[src/rtl/erfs_pkg.sv]
// ----------------------------------------------------------------------------
// Event record filter scan package
// Shared payload types, configuration bundle, command and status codes.
// ----------------------------------------------------------------------------
package erfs_pkg;

   // Default depth of the child process list.
   localparam int MAX_CHILDREN_DEFAULT = 16;

   // Configuration port geometry.
   localparam int CSR_INDEX_W = 3;
   localparam int CSR_DATA_W  = 64;

   // Configuration register indexes.
   localparam logic [CSR_INDEX_W-1:0] CSR_OBJECT_TYPE_MASK = 3'd0;
   localparam logic [CSR_INDEX_W-1:0] CSR_EVENT_TYPE_MASK  = 3'd1;
   localparam logic [CSR_INDEX_W-1:0] CSR_OBJECT_ID_MATCH  = 3'd2;
   localparam logic [CSR_INDEX_W-1:0] CSR_PROCESS_ID_MATCH = 3'd3;
   localparam logic [CSR_INDEX_W-1:0] CSR_USER_ID_MATCH    = 3'd4;
   localparam logic [CSR_INDEX_W-1:0] CSR_TIME_LOWER       = 3'd5;
   localparam logic [CSR_INDEX_W-1:0] CSR_TIME_UPPER       = 3'd6;
   localparam logic [CSR_INDEX_W-1:0] CSR_ID_LIMIT         = 3'd7;

   // Command codes of an input word.
   localparam logic [1:0] CMD_RESTART = 2'd0;
   localparam logic [1:0] CMD_ADD     = 2'd1;
   localparam logic [1:0] CMD_RECORD  = 2'd2;

   // Status codes of a result word.
   localparam logic [2:0] ST_OK    = 3'd0;
   localparam logic [2:0] ST_SKIP  = 3'd1;
   localparam logic [2:0] ST_MATCH = 3'd2;
   localparam logic [2:0] ST_END   = 3'd3;
   localparam logic [2:0] ST_FULL  = 3'd4;

   // Input word.
   typedef struct packed {
      logic [1:0]  cmd;
      logic [63:0] event_id;
      logic [63:0] event_time;
      logic [63:0] object_id;
      logic [31:0] process_id;
      logic [4:0]  object_kind;
      logic [4:0]  event_kind;
      logic [15:0] user_id;
   } req_type;

   // Result word.
   typedef struct packed {
      logic [2:0]  status;
      logic [63:0] result_id;
   } rsp_type;

   // Search criteria held in the configuration registers.
   typedef struct packed {
      logic [31:0] object_type_mask;
      logic [31:0] event_type_mask;
      logic [63:0] object_id_match;
      logic [31:0] process_id_match;
      logic [15:0] user_id_match;
      logic [63:0] time_lower;
      logic [63:0] time_upper;
      logic [63:0] id_limit;
   } cfg_type;

   // Control from the top level to the child list.
   typedef struct packed {
      logic clear;
      logic add;
   } child_ctl_type;

   // Status from the child list.
   typedef struct packed {
      logic any;
      logic full;
      logic hit;
   } child_stat_type;

   // State updates decided by the judge for one word.
   typedef struct packed {
      logic        clear_list;
      logic        add_child;
      logic        clear_ended;
      logic        end_scan;
      logic        set_start;
      logic [63:0] start_value;
   } upd_type;

endpackage

[src/rtl/erfs_child_list.sv]
// ----------------------------------------------------------------------------
// Child process list
// Bounded list of child process ids with a fill count and a parallel
// compare of every filled entry against the process id of the held word.
// ----------------------------------------------------------------------------
module erfs_child_list #(
   parameter int MAX_CHILDREN = erfs_pkg::MAX_CHILDREN_DEFAULT
) (
   input  logic                     clock,
   input  logic                     reset,
   input  erfs_pkg::child_ctl_type  ctl,
   input  logic [31:0]              add_pid,
   input  logic [31:0]              query_pid,
   output erfs_pkg::child_stat_type stat
);

   localparam int CNT_W = $clog2(MAX_CHILDREN + 1);
   localparam int IDX_W = (MAX_CHILDREN > 1) ? $clog2(MAX_CHILDREN) : 1;

   logic [CNT_W-1:0] count_ff;
   logic [CNT_W-1:0] count_in;
   logic [31:0]      entry_ff [MAX_CHILDREN];
   logic             full;
   logic             hit;

   assign full = (count_ff == CNT_W'(MAX_CHILDREN));

   // Fill count: a restart empties the list, an add appends one entry unless the list is full.
   always_comb begin
      count_in = count_ff;
      if (ctl.clear) begin
         count_in = '0;
      end else if (ctl.add && !full) begin
         count_in = count_ff + CNT_W'(1);
      end
   end

   always_ff @(posedge clock) begin
      if (reset) begin
         count_ff <= '0;
      end else begin
         count_ff <= count_in;
      end
   end

   // Entry storage; entries above the fill count are never consulted.
   always_ff @(posedge clock) begin
      if (ctl.add && !ctl.clear && !full) begin
         entry_ff[count_ff[IDX_W-1:0]] <= add_pid;
      end
   end

   // Match array: every filled entry is compared at once.
   always_comb begin
      hit = 1'b0;
      for (int i = 0; i < MAX_CHILDREN; i++) begin
         if ((CNT_W'(i) < count_ff) && (entry_ff[i] == query_pid)) begin
            hit = 1'b1;
         end
      end
   end

   assign stat.any  = (count_ff != '0);
   assign stat.full = full;
   assign stat.hit  = hit;

   // The fill count never runs past the list depth.
   assert property (@(posedge clock) disable iff (reset)
      count_ff <= CNT_W'(MAX_CHILDREN))
      else $error("child list count exceeds depth");

   // A full list refuses further entries.
   assert property (@(posedge clock) disable iff (reset)
      full && !ctl.clear |=> count_ff == $past(count_ff))
      else $error("child list grew while full");

endmodule

[src/rtl/erfs_judge.sv]
// ----------------------------------------------------------------------------
// Record judge
// Decides the result word and the state updates for one held input word,
// checking the criteria in their fixed order.
// ----------------------------------------------------------------------------
module erfs_judge (
   input  erfs_pkg::req_type        req,
   input  erfs_pkg::cfg_type        cfg,
   input  erfs_pkg::child_stat_type child,
   input  logic                     scan_ended,
   input  logic [63:0]              scan_start,
   output erfs_pkg::upd_type        upd,
   output erfs_pkg::rsp_type        rsp
);

   logic [63:0] id;
   logic        type_ok;
   logic        event_ok;

   assign id       = req.event_id;
   assign type_ok  = (cfg.object_type_mask == '0) || cfg.object_type_mask[req.object_kind];
   assign event_ok = (cfg.event_type_mask == '0) || cfg.event_type_mask[req.event_kind];

   // Command dispatch and the ordered record checks.
   always_comb begin
      upd           = '0;
      rsp.status    = erfs_pkg::ST_SKIP;
      rsp.result_id = '0;
      case (req.cmd)
         erfs_pkg::CMD_RESTART: begin
            upd.clear_list  = 1'b1;
            upd.clear_ended = 1'b1;
            upd.set_start   = 1'b1;
            upd.start_value = (id != '0) ? id : 64'd1;
            rsp.status      = erfs_pkg::ST_OK;
         end
         erfs_pkg::CMD_ADD: begin
            if (child.full) begin
               rsp.status = erfs_pkg::ST_FULL;
            end else begin
               upd.add_child = 1'b1;
               rsp.status    = erfs_pkg::ST_OK;
            end
         end
         erfs_pkg::CMD_RECORD: begin
            rsp.result_id = id;
            if (scan_ended) begin
               rsp.status = erfs_pkg::ST_END;
            end else if (id < scan_start) begin
               rsp.status = erfs_pkg::ST_SKIP;
            end else if ((cfg.id_limit != '0) && (id >= cfg.id_limit)) begin
               upd.end_scan = 1'b1;
               rsp.status   = erfs_pkg::ST_END;
            end else if ((cfg.object_id_match != '0)
                         && (req.object_id != cfg.object_id_match)) begin
               rsp.status = erfs_pkg::ST_SKIP;
            end else if ((cfg.process_id_match != '0)
                         && (req.process_id != cfg.process_id_match)) begin
               rsp.status = erfs_pkg::ST_SKIP;
            end else if (child.any && !child.hit) begin
               rsp.status = erfs_pkg::ST_SKIP;
            end else if (!type_ok || !event_ok) begin
               rsp.status = erfs_pkg::ST_SKIP;
            end else if (req.event_time < cfg.time_lower) begin
               rsp.status = erfs_pkg::ST_SKIP;
            end else if ((cfg.time_upper != '0) && (req.event_time > cfg.time_upper)) begin
               upd.end_scan = 1'b1;
               rsp.status   = erfs_pkg::ST_END;
            end else if ((cfg.user_id_match != '0) && (req.user_id != cfg.user_id_match)) begin
               rsp.status = erfs_pkg::ST_SKIP;
            end else begin
               // A match at the largest id ends the scan, as no id can follow.
               rsp.status = erfs_pkg::ST_MATCH;
               if (id == '1) begin
                  upd.end_scan = 1'b1;
               end else begin
                  upd.set_start   = 1'b1;
                  upd.start_value = id + 64'd1;
               end
            end
         end
         default: begin
            rsp.status = erfs_pkg::ST_SKIP;
         end
      endcase
   end

endmodule

[src/rtl/event_record_filter_scan.sv]
// ----------------------------------------------------------------------------
// Event record filter scan
// Filters a stream of event records against a search held in registers.
//
//   channel  direction  handshake              payload
//   req_     in         req_valid / req_stall  erfs_pkg::req_type
//   rsp_     out        rsp_valid / rsp_stall  erfs_pkg::rsp_type
//   csr_     in         csr_wr_en              csr_index, csr_wr_data
//
// One word is taken per cycle while req_stall is low; each produces exactly one result word.
// An input register holds the word, then the judge and child list
// compare feed the result register, where the scan state is updated.
// Reset clears the handshake, the fill count and the scan state (start id 1).
// A stalled result register holds the input register, which then stalls req_.
// ----------------------------------------------------------------------------
module event_record_filter_scan #(
   parameter int MAX_CHILDREN = erfs_pkg::MAX_CHILDREN_DEFAULT
) (
   input  logic                               clock,
   input  logic                               reset,
   input  logic                               req_valid,
   output logic                               req_stall,
   input  erfs_pkg::req_type                  req_data,
   output logic                               rsp_valid,
   input  logic                               rsp_stall,
   output erfs_pkg::rsp_type                  rsp_data,
   input  logic                               csr_wr_en,
   input  logic [erfs_pkg::CSR_INDEX_W-1:0]   csr_index,
   input  logic [erfs_pkg::CSR_DATA_W-1:0]    csr_wr_data
);

   logic                     stg_valid_ff;
   logic                     stg_valid_in;
   erfs_pkg::req_type        stg_req_ff;
   logic                     rsp_valid_ff;
   logic                     rsp_valid_in;
   erfs_pkg::rsp_type        rsp_data_ff;
   erfs_pkg::cfg_type        cfg_ff;
   logic                     scan_ended_ff;
   logic                     scan_ended_in;
   logic [63:0]              scan_start_ff;
   logic [63:0]              scan_start_in;
   logic                     accept;
   logic                     advance;
   erfs_pkg::upd_type        upd;
   erfs_pkg::rsp_type        judged;
   erfs_pkg::child_ctl_type  child_ctl;
   erfs_pkg::child_stat_type child_stat;

   // Handshake: the held word moves on when the result register is free.
   assign advance      = stg_valid_ff && (!rsp_valid_ff || !rsp_stall);
   assign req_stall    = stg_valid_ff && !advance;
   assign accept       = req_valid && !req_stall;
   assign stg_valid_in = accept || (stg_valid_ff && !advance);
   assign rsp_valid_in = advance || (rsp_valid_ff && rsp_stall);

   always_ff @(posedge clock) begin
      if (reset) begin
         stg_valid_ff <= 1'b0;
         rsp_valid_ff <= 1'b0;
      end else begin
         stg_valid_ff <= stg_valid_in;
         rsp_valid_ff <= rsp_valid_in;
      end
   end

   // Input register.
   always_ff @(posedge clock) begin
      if (accept) begin
         stg_req_ff <= req_data;
      end
   end

   // Configuration registers.
   always_ff @(posedge clock) begin
      if (reset) begin
         cfg_ff <= '0;
      end else if (csr_wr_en) begin
         case (csr_index)
            erfs_pkg::CSR_OBJECT_TYPE_MASK: cfg_ff.object_type_mask <= csr_wr_data[31:0];
            erfs_pkg::CSR_EVENT_TYPE_MASK:  cfg_ff.event_type_mask  <= csr_wr_data[31:0];
            erfs_pkg::CSR_OBJECT_ID_MATCH:  cfg_ff.object_id_match  <= csr_wr_data;
            erfs_pkg::CSR_PROCESS_ID_MATCH: cfg_ff.process_id_match <= csr_wr_data[31:0];
            erfs_pkg::CSR_USER_ID_MATCH:    cfg_ff.user_id_match    <= csr_wr_data[15:0];
            erfs_pkg::CSR_TIME_LOWER:       cfg_ff.time_lower       <= csr_wr_data;
            erfs_pkg::CSR_TIME_UPPER:       cfg_ff.time_upper       <= csr_wr_data;
            erfs_pkg::CSR_ID_LIMIT:         cfg_ff.id_limit         <= csr_wr_data;
            default: begin
            end
         endcase
      end
   end

   // Child process list with its parallel compare.
   assign child_ctl.clear = advance && upd.clear_list;
   assign child_ctl.add   = advance && upd.add_child;

   erfs_child_list #(
      .MAX_CHILDREN (MAX_CHILDREN)
   ) u_child_list (
      .clock     (clock),
      .reset     (reset),
      .ctl       (child_ctl),
      .add_pid   (stg_req_ff.process_id),
      .query_pid (stg_req_ff.process_id),
      .stat      (child_stat)
   );

   // Judge for the held word.
   erfs_judge u_judge (
      .req        (stg_req_ff),
      .cfg        (cfg_ff),
      .child      (child_stat),
      .scan_ended (scan_ended_ff),
      .scan_start (scan_start_ff),
      .upd        (upd),
      .rsp        (judged)
   );

   // Scan state, updated as the word moves into the result register.
   always_comb begin
      scan_ended_in = scan_ended_ff;
      scan_start_in = scan_start_ff;
      if (advance) begin
         if (upd.clear_ended) begin
            scan_ended_in = 1'b0;
         end else if (upd.end_scan) begin
            scan_ended_in = 1'b1;
         end
         if (upd.set_start) begin
            scan_start_in = upd.start_value;
         end
      end
   end

   always_ff @(posedge clock) begin
      if (reset) begin
         scan_ended_ff <= 1'b0;
         scan_start_ff <= 64'd1;
      end else begin
         scan_ended_ff <= scan_ended_in;
         scan_start_ff <= scan_start_in;
      end
   end

   // Result register.
   always_ff @(posedge clock) begin
      if (advance) begin
         rsp_data_ff <= judged;
      end
   end

   assign rsp_valid = rsp_valid_ff;
   assign rsp_data  = rsp_data_ff;

   // A result appears only when a held word was moved on.
   assert property (@(posedge clock) disable iff (reset)
      $rose(rsp_valid_ff) |-> $past(advance))
      else $error("result appeared without a word moving on");

   // A restart always reopens the scan.
   assert property (@(posedge clock) disable iff (reset)
      advance && (stg_req_ff.cmd == erfs_pkg::CMD_RESTART) |=> !scan_ended_ff)
      else $error("scan still ended after restart");

   // Once the scan has ended, every record reports the end.
   assert property (@(posedge clock) disable iff (reset)
      advance && scan_ended_ff && (stg_req_ff.cmd == erfs_pkg::CMD_RECORD)
      |=> rsp_data_ff.status == erfs_pkg::ST_END)
      else $error("record judged after the scan ended");

   // A match that does not end the scan moves the start past the matched id.
   assert property (@(posedge clock) disable iff (reset)
      advance && (judged.status == erfs_pkg::ST_MATCH) && !upd.end_scan
      |=> scan_start_ff == $past(stg_req_ff.event_id) + 64'd1)
      else $error("start id not advanced after a match");

endmodule
[config.mk]
export PLATFORM = sky130hd
export DESIGN_NAME = event_record_filter_scan
export DESIGN_NICKNAME = d
export VERILOG_FILES = /design/src/rtl/erfs_pkg.sv /design/src/rtl/erfs_child_list.sv /design/src/rtl/erfs_judge.sv /design/src/rtl/event_record_filter_scan.sv
export SDC_FILE = /design/constraint.sdc
export NUM_CORES = 2
export LEC_CHECK = 0
export BUFFER_PORTS_ARGS = -buffer_cell sky130_fd_sc_hd__buf_4
export CAP_MARGIN = 25
export CORE_AREA = 10 10 450 452
export CTS_BUF_LIST = sky130_fd_sc_hd__clkbuf_8
export CTS_CLUSTER_DIAMETER = 30
export DETAILED_ROUTE_END_ITERATION = 8
export DIE_AREA = 0 0 460 462
export PLACE_DENSITY_LB_ADDON = 0.12
export SYNTH_ARGS = -nofsm -noshare
export SYNTH_HDL_FRONTEND = slang
export SYNTH_SLANG_ARGS = --single-unit
[constraint.sdc]
create_clock -name clock -period 15.4 [get_ports clock]
set_clock_uncertainty 0.15 [all_clocks]
set_input_delay 3.08 -clock clock [delete_from_list [all_inputs] [get_ports clock]]
set_output_delay 3.08 -clock clock [all_outputs]
set_load 0.02 [all_outputs]
Word level (Yosys, flattened, before mapping)
Memory sizes are Yosys's and may differ from the RTL's.
Cells that the tools add are included.

cells by class
  add/sub/neg operators = 2
  $lt $le $gt $ge = 22
  equality and inequality tests = 30
  mux-type cells = 56
  reduce and logical (&&, ||, !) cells = 69

operators by type and width
  cell                   count
  $mux 66                8
  $eq 32x32->1           16
  $reduce_bool 64->1     4
  $mux 65                3
  $pmux 65 s2            1
  $lt 64x64->1           2
  $add 64x1->64 const B  1
  $eq 64x64->1 const B   1
  $ge 64x64->1           1
  $gt 64x64->1           1
  $logic_not 32->1       2
  $mux 64                1
  $ne 64x64->1           1
  $lt 4x5->1 const A     8
  $ne 32x32->1           1
  $reduce_bool 32->1     1
  $logic_and 1x1->1      31
  $mux 3                 10
  $mux 1                 29
  $lt 3x5->1 const A     4
  $reduce_and 2->1       10
  $ne 16x16->1           1
  $reduce_bool 16->1     1
  $eq 3x3->1 const B     4
  19 further kinds       37

storage, ports and cells
  flip-flop bits (word level) = 759
  RAM bits = 512
  input bits = 324
  memories kept = 1

memory list
  name                   words  bits a word  read ports  clocked after memory_dff  wr ports  line                   source
  u_child_list.entry_ff  16     32           16          0                         1         erfs_child_list.sv:22  logic [31:0] entry_ff [MAX_CHILDREN];

Longest topological paths before layout
An unclocked memory read counts as a cell.

  depth in word-level cells = 30
  mapped depth = 14

Hierarchy
A second synthesis with hierarchy kept.

second synthesis, totals
  cell total of the unflattened synthesis = 5396
  area total of the unflattened synthesis = 59701.0 um^2

by module, submodules not included
  module                    times used  cells an instance  area an instance (um^2)  sequential area each (um^2)
  event_record_filter_scan  1           2255               25466.9                  18287.5
  erfs_child_list           1           1349               22131.2                  15474.8
  erfs_judge                1           1792               12102.9                  0.0

Least setup slack after synthesis
Ideal clock, no wire load.

  kind = input to register
  start = input port rsp_stall
  end = register stg_req_ff[0] (netlist name) (enable)
  library setup time = 0.894 ns
  arrival time = 14.341 ns
  data required time = 14.356 ns
  setup slack = 0.015 ns
  stages on the path = 2
  path buffers = 0
  cell sequence = and3_1 nor2b_1

between the ends
  cells in the longest elaborated chain, start to end = 7

RTL lines
  element                 line                            source
  start: declaration      event_record_filter_scan.sv:25  input logic rsp_stall,
  $logic_not 1->1         event_record_filter_scan.sv:51  assign advance = stg_valid_ff && (!rsp_valid_ff || !rsp_stall);
  $logic_or 1x1->1        event_record_filter_scan.sv:51
  $logic_and 1x1->1       event_record_filter_scan.sv:51
  $logic_not 1->1         event_record_filter_scan.sv:52  assign req_stall = stg_valid_ff && !advance;
  $logic_and 1x1->1       event_record_filter_scan.sv:52
  $logic_not 1->1         event_record_filter_scan.sv:53  assign accept = req_valid && !req_stall;
  $logic_and 1x1->1       event_record_filter_scan.sv:53
  net accept              event_record_filter_scan.sv:43  logic accept;
  end signal: assignment  event_record_filter_scan.sv:70  stg_req_ff <= req_data;
  end: declaration        event_record_filter_scan.sv:34  erfs_pkg::req_type stg_req_ff;

The timed path passes the listed nets, and every way through them passes these cells.
A chain may end at the register's enable or synchronous reset.

Worst setup path in the final report
  start = input port rsp_stall
  end = output port req_stall

between the ends
  cells in the longest elaborated chain, start to end = 5

RTL lines
  element            line                            source
  $logic_not 1->1    event_record_filter_scan.sv:51
  $logic_or 1x1->1   event_record_filter_scan.sv:51
  $logic_and 1x1->1  event_record_filter_scan.sv:51
  $logic_not 1->1    event_record_filter_scan.sv:52
  $logic_and 1x1->1  event_record_filter_scan.sv:52
  end: declaration   event_record_filter_scan.sv:22  output logic req_stall,

Every way passes these cells.

==> results_dict.tcl <==
set metrics [dict create \
    fmax_mhz 146.3 \
    clock-root-buffer "clkbuf_8" \
    synth_edf_count 831 \
    finalHoldViolCount 0 \
    crit_path_top_delay_cell "and3_1" \
    dieArea_sq_um 212500 \
    worstPathRequired_ns 12.17 \
    grt_overflow_total 0 \
    grt_pass1_wl_um 292000 \
    synth_seq_cells 1271 \
    design_area_sq_um 71660 \
    timing.final.ws_setup_ns 8.564 \
    end_kind "output pin" \
    clock_path_buffers 4 \
    antenna_found_initial 18 \
    synth-seq-area-share_pct 58.63 \
    stdcell_count 8658 \
    crit_buf_inv 2 \
    gp_congestion 0.8275 \
    critical_path_class "in -> out" \
    dpl-instance-area_sq_um 63760 \
    cts_resized 0 \
    power_density_nw_per_um2 130.5 \
    tightest_slew_ns 1.037 \
    max_stage_delay_ns 0.24 \
    finalPower_mw 9.349 \
    syn_avg_cell_area_sq_um 11.13 \
    die_width_um 460 \
    vias 41760 \
    period_share_pct 44.39 \
    hp-class "reg -> reg" \
    fin_crit_ns 6.836 \
    worstPathArrival_ns 3.61 \
    fillers 19320 \
    yosysWarningCount 0 \
    drt-initial-drc-count 3031 \
    synth_cells 5175 \
    setup_violations 0 \
    ys_types 70 \
    nNetsFinal 6395 \
    grt_max_degree 172 \
    startpoint_type "primary input" \
    rsz0062_at_grt "false" \
    avgRoutedWirePerCell_um 23.44 \
    outcome "completed" \
    timing.hold.ws_ns 0.3032 \
    dpl.cell_count 7978 \
    syn-cell-area_sq_um 57590 \
    drc 0 \
    via_per_inst 4.823 \
    place_hpwl_um 135600 \
    place_ws_ns 8.558 \
    track_usage_pct 18.52 \
    first_global_vias 41890 \
    ir_worst_vdd_mv 0.1127 \
    syn_nets 5759 \
    drive_gt1_share_pct 18.76 \
    cts_hold_buf 0 \
    maxSlewViolCount 0 \
    cp_max_fo 3 \
    htreeDepth 5 \
    coreArea_sq_um 193800 \
    crit_top_cell "buf_4" \
    ant_nets 0 \
    clk_pin_slew_ns 0.05 \
    maxCapViolCount 0 \
    synth_flop_cell "edfxtp_1" \
    cts_setup_buffers 0 \
    row_count 162 \
    crit_chain "buf_4 > and3_1 > buf_4" \
    cts.sink_count 1271 \
    ys_async_sr_fraction_pct 0 \
    tritoncts "done" \
    cpLargestDelayFamily "buffers and inverters" \
    insertion_delay_ns 1.07 \
    fin_util_pct 36.98 \
    die_y_um 462 \
    slew_headroom_pct 30.20 \
    drt-total-wl_um 202900 \
    ios 393 \
    p_leak_nw 25.81 \
    syn2layout_area_growth_pct 24.43 \
    start_util_pct 29.72 \
    port_buffers 392 \
    fin_setup_tns_ns 0 \
    cts_made_buffers 371 \
    first_pass_iters 5 \
]
## logic make-up (layout without fill, tap and decap cells)
logic type               after synthesis  in the layout  share of synthesized area, %
adder cells (fa/ha/maj)              260            260                         5.649
AND/OR/NAND/NOR                     1655           1655                         13.59
flip-flops                          1271           1271                         58.63
multiplexers                          21             21                        0.7996
buffers and inverters                532           1462                         3.661
other                                  0             11                             0
AO/OA/AOI/OAI                        806            806                         8.085
XOR/XNOR                             630            630                         9.582
## cell type report
type | count | area (sq um) | share of cell area, %
Multi-Input combinational cell | 3372 | 21850 | 30.50
Inverter | 276 | 1036 | 1.446
Sequential cell | 1271 | 33760 | 47.12
Tap cell | 2542 | 3181 | 4.439
Clock buffer | 406 | 5588 | 7.798
Antenna cell | 11 | 27.53 | 0.03841
Clock inverter | 261 | 2251 | 3.141
Timing Repair Buffer | 519 | 3958 | 5.523
## path summary, 6_finish.rpt
check	startpoint	to	slack, ns	cells past startpoint
worst min register to register	cfg_ff[135]	cfg_ff[135]	0.30	2
worst max-delay path	rsp_stall	req_stall	8.56	3
worst min-delay path	cfg_ff[135]	cfg_ff[135]	0.30	2
worst max register to register	cfg_ff[127]	scan_start_ff[38]	9.69	13
## registers in the layout, summed over array words and instances (netlist names)
| register | cells |
|---|---|
| scan_ended_ff | 1 |
| rsp_data | 67 |
| scan_start_ff | 64 |
| u_child_list.count_ff | 5 |
| rsp_valid | 1 |
| stg_req_ff | 252 |
| u_child_list.entry_ff | 512 |
| cfg_ff | 368 |
| stg_valid_ff | 1 |
## synthesized netlist by cell type, types with 5 or more instances
cell | n | area share [%]
a2111oi_0 | 5 | 0.076
a211o_1 | 6 | 0.091
a211oi_1 | 20 | 0.26
a21o_1 | 29 | 0.38
a21oi_1 | 485 | 4.2
a221oi_1 | 40 | 0.61
a31oi_1 | 31 | 0.34
and2_1 | 72 | 0.78
and3_1 | 43 | 0.47
buf_2 | 55 | 0.48
clkbuf_1 | 180 | 1.2
clkbuf_2 | 16 | 0.14
dfxtp_1 | 440 | 15
edfxtp_1 | 831 | 43
ha_1 | 260 | 5.6
inv_1 | 276 | 1.8
mux4_2 | 20 | 0.78
nand2_1 | 840 | 5.5
nand2b_1 | 15 | 0.16
nand3_1 | 74 | 0.64
nand4_1 | 144 | 1.6
nor2_1 | 127 | 0.83
nor2b_1 | 25 | 0.27
nor3_1 | 49 | 0.43
nor4_1 | 235 | 2.6
o211ai_1 | 6 | 0.078
o21a_1 | 10 | 0.13
o21ai_0 | 104 | 0.90
o21ai_1 | 15 | 0.13
o31ai_1 | 11 | 0.14
or2_2 | 6 | 0.065
or4_1 | 5 | 0.065
xnor2_1 | 153 | 2.3
xor2_1 | 477 | 7.3
## layout by cell type, fill, tap and decap left out, types with 44 or more instances in the layout
| cell type | instances |
|---|---|
| o21ai_0 | 104 |
| dfxtp_1 | 440 |
| xnor2_1 | 153 |
| and2_1 | 72 |
| buf_4 | 512 |
| xor2_1 | 477 |
| ha_1 | 260 |
| nor3_1 | 44 |
| nand4_1 | 144 |
| nor4_1 | 235 |
| edfxtp_1 | 831 |
| nand3_1 | 72 |
| a21oi_1 | 485 |
| nor2_1 | 109 |
| nand2_1 | 839 |
| inv_1 | 341 |
| clkbuf_8 | 406 |
| clkinv_2 | 87 |
## worst register-to-register path, cell delays in order, from the launching register on
cell	delay [ns]
dfxtp_1	0.47
inv_1	0.10
ha_1	0.31
nand4_1	0.15
nor3_1	0.54
nand4_1	0.40
o31a_1	0.42
o31ai_1	0.19
nand3_1	0.29
or4_1	0.76
nor3_4	0.77
buf_4	0.54
o21ai_0	0.21
a221oi_1	0.27
## power by group
| group | total, mW | switching (mW) | internal [mW] | leakage, nW |
|---|---|---|---|---|
| Sequential | 3.80 | 0.0802 | 3.72 | 11.3 |
| Clock | 4.91 | 1.83 | 3.08 | 4.28 |
| Combinational | 0.638 | 0.405 | 0.233 | 10.3 |
## layer usage
layer  vias up  part of all wire, %  global-route usage (%)
li1      19820                    -                       -
met1     20510                   45                   24.35
met2      1094                   48                   30.97
met3       328                  4.9                   3.604
met4         8                  2.2                   5.183
met5         -                0.021                       0
Note: power is estimated with default switching activity, not from simulation.
